===== config.mk =====
export PLATFORM = sky130hd
export DESIGN_NAME = rational_arith_unit
export DESIGN_NICKNAME = d
export VERILOG_FILES = /design/src/design/rau_pkg.sv /design/src/design/rational_arith_unit.sv
export SDC_FILE = /design/constraint.sdc
export NUM_CORES = 2
export LEC_CHECK = 0
export ABC_AREA = 1
export BUFFER_PORTS_ARGS = -buffer_cell sky130_fd_sc_hd__buf_2
export CAP_MARGIN = 20
export CELL_PAD_IN_SITES_DETAIL_PLACEMENT = 2
export CELL_PAD_IN_SITES_GLOBAL_PLACEMENT = 2
export CORE_UTILIZATION = 40
export CTS_CLUSTER_SIZE = 16
export DETAILED_ROUTE_END_ITERATION = 16
export GPL_ROUTABILITY_DRIVEN = 0
export MAX_ROUTING_LAYER = met4
export PLACE_DENSITY = 0.83
export SKIP_LAST_GASP = 1
export SYNTH_ARGS = -nofsm -noshare
export SYNTH_HDL_FRONTEND = slang
export SYNTH_SLANG_ARGS = --single-unit
export TNS_END_PERCENT = 10

===== constraint.sdc =====
create_clock -name clk -period 24.3 [get_ports clk]
set_clock_uncertainty 0.15 [all_clocks]
set_input_delay 2.43 -clock clk [delete_from_list [all_inputs] [get_ports clk]]
set_output_delay 2.43 -clock clk [all_outputs]
set_load 0.03 [all_outputs]

===== src/design/rau_pkg.sv =====
// ----------------------------------------------------------------------------
// rau_pkg: shared types for the rational arithmetic unit
// Opcodes of an input item and the one-hot sequencer states.
// ----------------------------------------------------------------------------
package rau_pkg;

	// operation carried by an item
	typedef enum logic [1:0] {
		OP_ADD = 2'd0,
		OP_SUB = 2'd1,
		OP_MUL = 2'd2,
		OP_DIV = 2'd3
	} opcode_t;

	// sequencer states, one-hot
	typedef enum logic [8:0] {
		S_IDLE = 9'b000000001,
		S_MUL1 = 9'b000000010,
		S_MUL2 = 9'b000000100,
		S_MUL3 = 9'b000001000,
		S_MUL4 = 9'b000010000,
		S_GCD  = 9'b000100000,
		S_QNUM = 9'b001000000,
		S_QDEN = 9'b010000000,
		S_OUT  = 9'b100000000
	} state_t;

endpackage


===== src/design/rational_arith_unit.sv =====
// ----------------------------------------------------------------------------
// rational_arith_unit: exact fraction arithmetic with gcd reduction
// Forms the cross products of two signed fractions with one shared multiplier
// and reduces them by Euclid's method on one shared restoring divider.
// ----------------------------------------------------------------------------
// Usage:
//   Input channel in_valid/in_ready carries opcode, left_num, left_den,
//   right_num and right_den. Output channel out_valid/out_ready carries
//   result_num, result_den and status. An item moves on a cycle with valid
//   and ready both high.
//   The block takes one item at a time: in_ready is high only while the
//   sequencer is idle. States S_MUL1 to S_MUL3 form the products on the single
//   multiplier, then each remainder step of Euclid and each of the two final
//   quotients runs on the restoring divider, one bit per cycle.
//   A flagged item skips the products and the divider and goes straight to
//   the output state.
//   The result sits in an output register, so a stalled receiver does not
//   stop the next item from being accepted and worked on; only the transfer
//   of that next result into the output register waits.
//   Reset returns the sequencer to idle and empties the output register.
// ----------------------------------------------------------------------------
module rational_arith_unit import rau_pkg::*; #(
	parameter int DATA_WIDTH = 16
) (
	input  logic                          clk,
	input  logic                          arst_n,
	input  logic                          in_valid,
	output logic                          in_ready,
	input  logic [1:0]                    opcode,
	input  logic signed [DATA_WIDTH-1:0]  left_num,
	input  logic signed [DATA_WIDTH-1:0]  left_den,
	input  logic signed [DATA_WIDTH-1:0]  right_num,
	input  logic signed [DATA_WIDTH-1:0]  right_den,
	output logic                          out_valid,
	input  logic                          out_ready,
	output logic signed [2*DATA_WIDTH:0]  result_num,
	output logic signed [2*DATA_WIDTH-1:0] result_den,
	output logic                          status
);

	localparam int MW = 2 * DATA_WIDTH;
	localparam int CW = $clog2(MW);
	localparam logic [CW-1:0] CNT_LAST = CW'(MW - 1);

	state_t state_q, state_d;

	// operand and product registers
	opcode_t                      op_q;
	logic signed [DATA_WIDTH-1:0] ln_q, ld_q, rn_q, rd_q;
	logic signed [MW-1:0]         prod_q;
	logic signed [MW:0]           num_q;

	// magnitudes and signs of the unreduced fraction
	logic [MW-1:0] nmag_q, dmag_q;
	logic          nneg_q, dneg_q;

	// Euclid operands: a lives in the divider, b is the divisor
	logic          a_neg_q, b_neg_q;
	logic [MW-1:0] b_mag_q;

	// divider state
	logic [MW-1:0] rem_q, quo_q;
	logic [CW-1:0] cnt_q;

	// reduced result and output register
	logic [MW:0]   qn_q;
	logic [MW-1:0] qd_q;
	logic          err_q;
	logic          out_valid_q;
	logic [MW:0]   res_num_q;
	logic [MW-1:0] res_den_q;
	logic          res_err_q;

	logic in_fire, in_err, out_load;

	// shared multiplier
	logic signed [DATA_WIDTH-1:0] mul_a, mul_b;
	logic signed [MW-1:0]         mul_p;

	// shared divider step
	logic [MW:0]   dv_cand;
	logic [MW+1:0] dv_diff;
	logic          dv_fit, dv_last;
	logic [MW-1:0] rem_next, quo_next;

	// magnitudes at the end of the product phase
	logic [MW-1:0] nmag_c, dmag_c;
	logic [MW:0]   num_neg_c, qn_c;
	logic [MW-1:0] den_neg_c, qd_c;

	assign in_ready = (state_q == S_IDLE);
	assign in_fire  = in_valid && in_ready;
	assign in_err   = (left_den == '0) || (right_den == '0)
		|| ((opcode_t'(opcode) == OP_DIV) && (right_num == '0));
	assign out_load = (state_q == S_OUT) && (!out_valid_q || out_ready);

	// pick multiplier operands for each product step
	always_comb begin
		mul_a = ld_q;
		mul_b = rd_q;
		unique case (state_q)
			S_MUL1: begin
				mul_a = ln_q;
				mul_b = (op_q == OP_MUL) ? rn_q : rd_q;
			end
			S_MUL2: begin
				mul_a = ld_q;
				mul_b = rn_q;
			end
			S_MUL3: begin
				mul_a = ld_q;
				mul_b = (op_q == OP_DIV) ? rn_q : rd_q;
			end
			default: begin
				mul_a = ld_q;
				mul_b = rd_q;
			end
		endcase
	end
	assign mul_p = MW'(mul_a) * MW'(mul_b);

	// one restoring division step on magnitudes
	assign dv_cand  = {rem_q, quo_q[MW-1]};
	assign dv_diff  = {1'b0, dv_cand} - {2'b00, b_mag_q};
	assign dv_fit   = !dv_diff[MW+1];
	assign rem_next = dv_fit ? dv_diff[MW-1:0] : dv_cand[MW-1:0];
	assign quo_next = {quo_q[MW-2:0], dv_fit};
	assign dv_last  = (cnt_q == CNT_LAST);

	// magnitudes of the final numerator and denominator
	assign num_neg_c = -num_q;
	assign den_neg_c = -prod_q;
	assign nmag_c    = num_q[MW] ? num_neg_c[MW-1:0] : num_q[MW-1:0];
	assign dmag_c    = prod_q[MW-1] ? den_neg_c : prod_q;

	// apply the sign of the quotients
	assign qn_c = (nneg_q ^ b_neg_q) ? -{1'b0, quo_next} : {1'b0, quo_next};
	assign qd_c = (dneg_q ^ b_neg_q) ? -quo_next : quo_next;

	// sequencer
	always_comb begin
		state_d = state_q;
		unique case (state_q)
			S_IDLE: begin
				if (in_fire)
					state_d = in_err ? S_OUT : S_MUL1;
			end
			S_MUL1: state_d = S_MUL2;
			S_MUL2: state_d = S_MUL3;
			S_MUL3: state_d = S_MUL4;
			S_MUL4: state_d = S_GCD;
			S_GCD: begin
				if (dv_last && rem_next == '0)
					state_d = S_QNUM;
			end
			S_QNUM: begin
				if (dv_last)
					state_d = S_QDEN;
			end
			S_QDEN: begin
				if (dv_last)
					state_d = S_OUT;
			end
			S_OUT: begin
				if (out_load)
					state_d = S_IDLE;
			end
			default: state_d = S_IDLE;
		endcase
	end

	// control registers
	always_ff @(posedge clk or negedge arst_n) begin
		if (!arst_n) begin
			state_q     <= S_IDLE;
			out_valid_q <= 1'b0;
		end else begin
			state_q <= state_d;
			if (out_load)
				out_valid_q <= 1'b1;
			else if (out_ready)
				out_valid_q <= 1'b0;
		end
	end

	// datapath
	always_ff @(posedge clk) begin
		unique case (state_q)
			S_IDLE: begin
				// capture the item and zero the result, which a flagged item keeps
				if (in_fire) begin
					op_q  <= opcode_t'(opcode);
					ln_q  <= left_num;
					ld_q  <= left_den;
					rn_q  <= right_num;
					rd_q  <= right_den;
					err_q <= in_err;
					qn_q  <= '0;
					qd_q  <= '0;
				end
			end
			S_MUL1: prod_q <= mul_p;
			S_MUL2: begin
				num_q  <= {prod_q[MW-1], prod_q};
				prod_q <= mul_p;
			end
			S_MUL3: begin
				// combine the cross products for add and subtract
				if (op_q == OP_ADD)
					num_q <= num_q + {prod_q[MW-1], prod_q};
				else if (op_q == OP_SUB)
					num_q <= num_q - {prod_q[MW-1], prod_q};
				prod_q <= mul_p;
			end
			S_MUL4: begin
				// split into sign and magnitude, start the first remainder
				nneg_q  <= num_q[MW];
				nmag_q  <= nmag_c;
				dneg_q  <= prod_q[MW-1];
				dmag_q  <= dmag_c;
				a_neg_q <= num_q[MW];
				b_neg_q <= prod_q[MW-1];
				b_mag_q <= dmag_c;
				quo_q   <= nmag_c;
				rem_q   <= '0;
				cnt_q   <= '0;
			end
			S_GCD: begin
				if (!dv_last) begin
					rem_q <= rem_next;
					quo_q <= quo_next;
					cnt_q <= cnt_q + 1'b1;
				end else if (rem_next == '0) begin
					// b is the gcd: start dividing the numerator by it
					quo_q <= nmag_q;
					rem_q <= '0;
					cnt_q <= '0;
				end else begin
					// advance Euclid: a takes b, b takes the signed remainder
					a_neg_q <= b_neg_q;
					b_neg_q <= a_neg_q;
					b_mag_q <= rem_next;
					quo_q   <= b_mag_q;
					rem_q   <= '0;
					cnt_q   <= '0;
				end
			end
			S_QNUM: begin
				if (!dv_last) begin
					rem_q <= rem_next;
					quo_q <= quo_next;
					cnt_q <= cnt_q + 1'b1;
				end else begin
					qn_q  <= qn_c;
					quo_q <= dmag_q;
					rem_q <= '0;
					cnt_q <= '0;
				end
			end
			S_QDEN: begin
				if (!dv_last) begin
					rem_q <= rem_next;
					quo_q <= quo_next;
					cnt_q <= cnt_q + 1'b1;
				end else begin
					qd_q <= qd_c;
				end
			end
			S_OUT: begin
				// hold until the output register is free
				if (out_load) begin
					res_num_q <= qn_q;
					res_den_q <= qd_q;
					res_err_q <= err_q;
				end
			end
			default: begin
				cnt_q <= '0;
			end
		endcase
	end

	assign out_valid  = out_valid_q;
	assign result_num = res_num_q;
	assign result_den = res_den_q;
	assign status     = res_err_q;

	// the divisor is never zero while the divider runs
	a_divisor_nonzero: assert property (@(posedge clk) disable iff (!arst_n)
		(state_q == S_GCD || state_q == S_QNUM || state_q == S_QDEN) |-> b_mag_q != '0)
		else $error("divider running with a zero divisor");

	// the partial remainder stays below the divisor
	a_rem_below: assert property (@(posedge clk) disable iff (!arst_n)
		(state_q == S_GCD || state_q == S_QNUM || state_q == S_QDEN) |-> rem_q < b_mag_q)
		else $error("partial remainder not below divisor");

	// a flagged item gives a zero result
	a_err_zero: assert property (@(posedge clk) disable iff (!arst_n)
		(out_valid && status) |-> (result_num == '0 && result_den == '0))
		else $error("flagged item with nonzero result");

	// a good item never gives a zero denominator
	a_den_nonzero: assert property (@(posedge clk) disable iff (!arst_n)
		(out_valid && !status) |-> result_den != '0)
		else $error("zero denominator on a good item");

	// one item at a time
	a_busy_after_accept: assert property (@(posedge clk) disable iff (!arst_n)
		(in_valid && in_ready) |=> !in_ready)
		else $error("ready straight after an accepted item");

endmodule


**Word-level counts from Yosys, hierarchy flattened**

Index checks and enable logic that the tools add are counted.

- Add/subtract/negate cells: 8
- Multiplexer cells: 47
- Reduce and logical (&&, ||, !) cells: 34
- $mul: 1
- Bitwise logic cells: 3
- Eq/ne operators: 23

Operator list:

| operator | count |
|---|---|
| $mux 32 | 14 |
| $mux 33 | 5 |
| $pmux 33 s2 | 2 |
| $pmux 32 s2 | 2 |
| $pmux 32 s4 | 1 |
| $neg 32->32 | 3 |
| $pmux 32 s3 | 1 |
| $pmux 9 s9 | 1 |
| $mux 9 | 6 |
| $logic_not 16->1 | 3 |
| $mux 16 | 3 |
| $pmux 16 s3 | 1 |
| $sub 33x32->34 | 1 |
| $add 33x33->33 | 1 |
| $neg 32->33 | 1 |
| $sub 33x33->33 | 1 |
| $logic_not 32->1 | 1 |
| $mul 16x16->32 | 1 |
| $pmux 5 s3 | 1 |
| $ne 2x2->1 const B | 7 |
| $reduce_and 2->1 | 6 |
| $mux 5 | 2 |
| $reduce_bool 2->1 | 5 |
| $eq 9x1->1 const B | 1 |
| other kinds (29) | 46 |

- Output and inout bits: 68
- Register bits after elaboration: 442
- Logic and storage cells: 141

**Logic depth before layout (Yosys ltp)**

- Depth after elaboration: 6
- Gate-level depth with buffers: 41

**Worst setup path after synthesis**

OpenSTA, ideal clock, no wires.

- Kind: reg-to-reg
- Start: register state_q[7]
- End: register prod_q[31], data pin
- Buffers on the path: 2
- Setup slack: 15,907 ps
- Stages on the path, launching flop included: 32
- Arrival: 7,978 ps
- Period minus slack after synthesis: 8,393 ps
- Required time: 23,885 ps
- Cell sequence: dfrtp_1 -> nor2_1 -> inv_1 -> nor2_1 -> inv_2 -> nor2_1 -> nand4_1 -> nand2_2 -> clkbuf_1 -> o2111ai_1 -> nand2_1 -> buf_2 -> nand2_1 -> fa_1 -> inv_1 -> fa_1 -> inv_1 -> fa_1 -> inv_1 -> fa_1 -> fa_1 -> fa_1 -> ha_1 -> a21oi_1 -> o21a_1 -> a21boi_0 -> o21bai_1 -> a21boi_0 -> o21ai_0 -> nand2_1 -> o21ai_0 -> xor2_1

- Word-level cells in the longest chain between the ends: 3
- Elaborated cells on any way between the ends: 6
- Classes of those cells: mul: 1; eq/ne: 3; mux: 2

RTL lines:

| what | RTL line | source |
|---|---|---|
| start: declaration | rational_arith_unit.sv:45 | `state_t state_q, state_d;` |
| start signal: assignment | rational_arith_unit.sv:178 | `state_q <= state_d;` |
| $eq 9x4->1 (tied with other cells) | rational_arith_unit.sv:101 | `unique case (state_q)` |
| $pmux 16 s3 / $mux 16 (equally long branches) | rational_arith_unit.sv:101 |  |
| $mul 16x16->32 (*) | rational_arith_unit.sv:120 | `assign mul_p = MW'(mul_a) * MW'(mul_b);` |
| via mul_p[31] | rational_arith_unit.sv:78 | `logic signed [MW-1:0] mul_p;` |
| end signal: assignment | rational_arith_unit.sv:202 | `S_MUL1: prod_q <= mul_p;` |
| end signal: assignment | rational_arith_unit.sv:205 | `prod_q <= mul_p;` |
| end signal: assignment | rational_arith_unit.sv:213 | `prod_q <= mul_p;` |
| end: declaration | rational_arith_unit.sv:50 | `logic signed [MW-1:0] prod_q;` |

The timed path passes the listed nets; every way through them passes the cells marked *.
A chain may end at the register's enable or synchronous reset.

**Final worst setup path**

- Start: register state_q[1]
- End: register prod_q[31], data pin

The elaborated chain is that of the path after synthesis.

==> qor_table.md <==
| Item | This run | Unit |
| --- | --- | --- |
| Number of nets in the synthesized netlist | 4,681 | - |
| Number of antenna violations at the first check in global routing | 1 | - |
| Largest net degree at the start of global routing | 85 | - |
| Transition time of the tightest slew-check pin | 1293 | ps |
| Sequential fraction of the synthesis area | 0.3724 | - |
| Filler-free cell count of the finished design | 5,504 | - |
| Most frequent cells after synthesis | 900 x sky130_fd_sc_hd__nand2_1, 834 x sky130_fd_sc_hd__inv_1, 432 x sky130_fd_sc_hd__edfxtp_1, 403 x sky130_fd_sc_hd__nor2_1, 264 x sky130_fd_sc_hd__fa_1 | - |
| Leading area contributor after synthesis | sky130_fd_sc_hd__edfxtp_1 | - |
| Startpoint types | flip-flop | - |
| GRT Total Usage | 0.3230 | - |
| Count of antenna-violating nets left after detailed routing | 0 | - |
| Critical register-to-register path endpoint | prod_q[31] | - |
| Maximum single-stage delay on the critical path | 570 | ps |
| Cells taking the most area after synthesis | sky130_fd_sc_hd__edfxtp_1 37%, sky130_fd_sc_hd__fa_1 15%, sky130_fd_sc_hd__nand2_1 9.5% | - |
| Initial cell density of the core | 0.4068 | - |
| Warnings from Yosys | 0 | - |
| Biggest fanout along the worst timing path | 17 | - |
| Cell at the root of the clock tree | sky130_fd_sc_hd__clkbuf_16 | - |
| Number of hold-repair buffers added at the cts stage | 0 | - |
| HPWL reported at the end of detailed placement | 107.2 | mm |
| Remaining global-route overflow | 0 | - |
| Share of synthesized flip-flops with an asynchronous set or reset | 0.02262 | - |
| Worst skew pair latency | 650 | ps |
| Clock tree from TritonCTS | yes | - |
| Shortest clock period the worst path allows after layout | 9492 | ps |
| Post-Route WL | 139.8 | mm |
| Clock Path Buffers | 3 | - |
| Detail-routed via count per cell | 5.521 | - |
| Number of setup violations in the final report | 0 | - |
| Post-cts sizing count | 0 | - |
| Overall via count from detail_route | 30,389 | - |
| Top-area cell type share of the netlist area | 0.3653 | - |
| Predominant post-synthesis flop cell | sky130_fd_sc_hd__edfxtp_1 | - |
| Final Hold Fails | 0 | - |
| Sink Count | 442 | - |
| Hold Path Origin | qn_q[6] | - |
| Core Area | 0.08729 | mm2 |
| RSZ-0062 raised after global routing | no | - |
| Cts bufs inserted | 52 | - |
| Post-CTS Setup Bufs | 0 | - |
| Wire length of the first global-routing pass | 212.4 | mm |
| Cell count after placement | 5,405 | - |
| Cell with the largest stage delay on the worst path | sky130_fd_sc_hd__fa_1 | - |
| F_max | 0.1054 | GHz |
| Average wire length per cell after detail routing | 25.40 | um |
| Width of the chip | 299.9 | um |
| Most frequent cell after synthesis | sky130_fd_sc_hd__nand2_1 | - |
| Total count of max-transition violations in the final report | 0 | - |
| Fraction of layout instances using a drive strength above 1 | 0.07981 | - |
| Final standard cell utilization of the core | 0.4502 | - |
| Area growth, synth to finish | 10.68 | % |
| Crit Reg-Reg Startpoint | state_q[1] | - |
| Chip Height | 299.9 | um |
| Register bit count reported by yosys | 442 | - |
| Synthesized instance count | 4,195 | - |
| Vias in the first global route | 34,858 | - |
| Number of enable flip-flop cells after synthesis | 432 | - |
| Drt initial violations | 1,673 | - |
| Endpoint, Worst Hold | result_num[6] | - |
| Number of placed I/O pins | 138 | - |
| Number of maximum-capacitance violations | 0 | - |
| Distinct cell type count of the synthesized netlist | 58 | - |
| Post-Syn Area per Cell | 8.464 | um2 |
| Residual DRC | 0 | - |
| Critical Path Sink Type | flip-flop | - |
| Net total in the final layout | 4,790 | - |
| H-Tree Level Count | 2 | - |
| Number of placement rows | 108 | - |
| Data arrival time of the critical path | 9660 | ps |
| Post-route clock period utilization | 0.3906 | - |
| Number of detailed-route iterations in the first pass | 5 | - |
| Cells on worst reg2reg path | 36 | - |
| Total standard cell area after synthesis | 0.03551 | mm2 |
| Run status | finished clean | - |
| Count of port buffers added during placement | 137 | - |
| Path class of the lowest-slack min-delay path | reg2reg | - |
| Die area | 0.08996 | mm2 |
| Setup TNS after final layout | 0 | ps |
| Data required, critical path | 24,470 | ps |
| Start-to-end type of the worst setup path | reg2reg | - |
| Remaining max-slew budget at the tightest pin | 0.1290 | - |
| Cells on Worst Hold Path | 0 | - |
| Clock input transition at the sequential cells of the worst setup and hold paths | 70 | ps |
| R2r setup slk | 14,810 | ps |
| CP dominant cell by count | sky130_fd_sc_hd__inv_1 | - |
==> worst max-delay path by stage <==
stage	start	to	slack, ps
after CTS	state_q[1]	prod_q[31]	14730
after global routing	state_q[7]	prod_q[31]	14110
final	state_q[1]	prod_q[31]	14810
after floorplan	state_q[7]	prod_q[31]	15910
after global placement	state_q[1]	prod_q[31]	15500
after detailed placement	state_q[1]	prod_q[31]	14970
==> layout by cell type (no fill, tap or decap), types with 11 or more instances in the layout <==
cell / count
sky130_fd_sc_hd__a21oi_1: 174
sky130_fd_sc_hd__a31oi_1: 11
sky130_fd_sc_hd__and2_1: 15
sky130_fd_sc_hd__buf_2: 138
sky130_fd_sc_hd__buf_4: 37
sky130_fd_sc_hd__bufinv_16: 12
sky130_fd_sc_hd__clkbuf_16: 52
sky130_fd_sc_hd__clkinv_1: 21
sky130_fd_sc_hd__edfxtp_1: 432
sky130_fd_sc_hd__fa_1: 264
sky130_fd_sc_hd__ha_1: 151
sky130_fd_sc_hd__inv_1: 833
sky130_fd_sc_hd__inv_2: 14
sky130_fd_sc_hd__nand2_1: 899
sky130_fd_sc_hd__nand2_2: 13
sky130_fd_sc_hd__nand3_1: 207
sky130_fd_sc_hd__nand3b_1: 26
sky130_fd_sc_hd__nand4_1: 30
sky130_fd_sc_hd__nor2_1: 397
sky130_fd_sc_hd__nor2_2: 11
sky130_fd_sc_hd__nor2_4: 11
sky130_fd_sc_hd__nor3_1: 36
sky130_fd_sc_hd__nor4_1: 26
sky130_fd_sc_hd__o211ai_1: 11
sky130_fd_sc_hd__o21ai_0: 213
sky130_fd_sc_hd__o21ai_1: 22
sky130_fd_sc_hd__o22ai_1: 32
sky130_fd_sc_hd__xnor2_1: 56
sky130_fd_sc_hd__xor2_1: 94
==> registers in the layout, summed over array words and instances (netlist names), 32 cells and up <==
| register | flops |
|---|---|
| prod_q | 32 |
| nmag_q | 32 |
| result_num | 33 |
| qd_q | 32 |
| quo_q | 32 |
| qn_q | 33 |
| result_den | 32 |
| num_q | 33 |
| rem_q | 32 |
| dmag_q | 32 |
| b_mag_q | 32 |
==> logic make-up after synthesis <==
family / share of synthesized area
AOI/OAI and AO/OA: 0.07766
DFF: 0.3724
adders and majority gates: 0.2024
xor gates and xnor gates: 0.03749
and+or+nand+nor: 0.2024
buffers and inverters: 0.1076
==> layer usage <==
layer | part of all wire | GRT usage | vias up
met5 | 0 | - | -
met4 | 0.066 | 0.1889 | 0
met3 | 0.039 | 0.03346 | 394
met2 | 0.53 | 0.5853 | 914
met1 | 0.37 | 0.3391 | 15567
li1 | - | - | 13514
==> critical path, delay by kind of cell (launching register included) <==
family / cells / cell delay (ps)
AOI/OAI and AO/OA: 8 / 2030
xor gates and xnor gates: 1 / 170
adders and majority gates: 7 / 3240
buffers and inverters: 10 / 1570
DFF: 1 / 410
and+or+nand+nor: 10 / 1600
==> layout make-up <==
type	count	area (um2)
diodes	1	2.502
clock buffers	58	1324
clock inverters	40	545.5
fillers	9762	47990
inverters	859	3224
multi-input cells	2774	18570
flip-flops and latches	442	13220
well taps	1155	1445
repair buffers	175	968.4
==> per-stage QoR <==
stage / setup WS (ps) / hold slack, ps / instance area [um2]
final: 14810 / 270.0 / 39300
after global routing: 14110 / 274.7 / 39300
after CTS: 14730 / 271.5 / 39300
after detailed placement: 14970 / 261.5 / 37430
after global placement: 15500 / 250.6 / 37420
after floorplan: 15910 / 250.3 / 35510
Power is not shown: default switching activity piles up to over one toggle a cycle in this logic, so the estimate is an artifact.
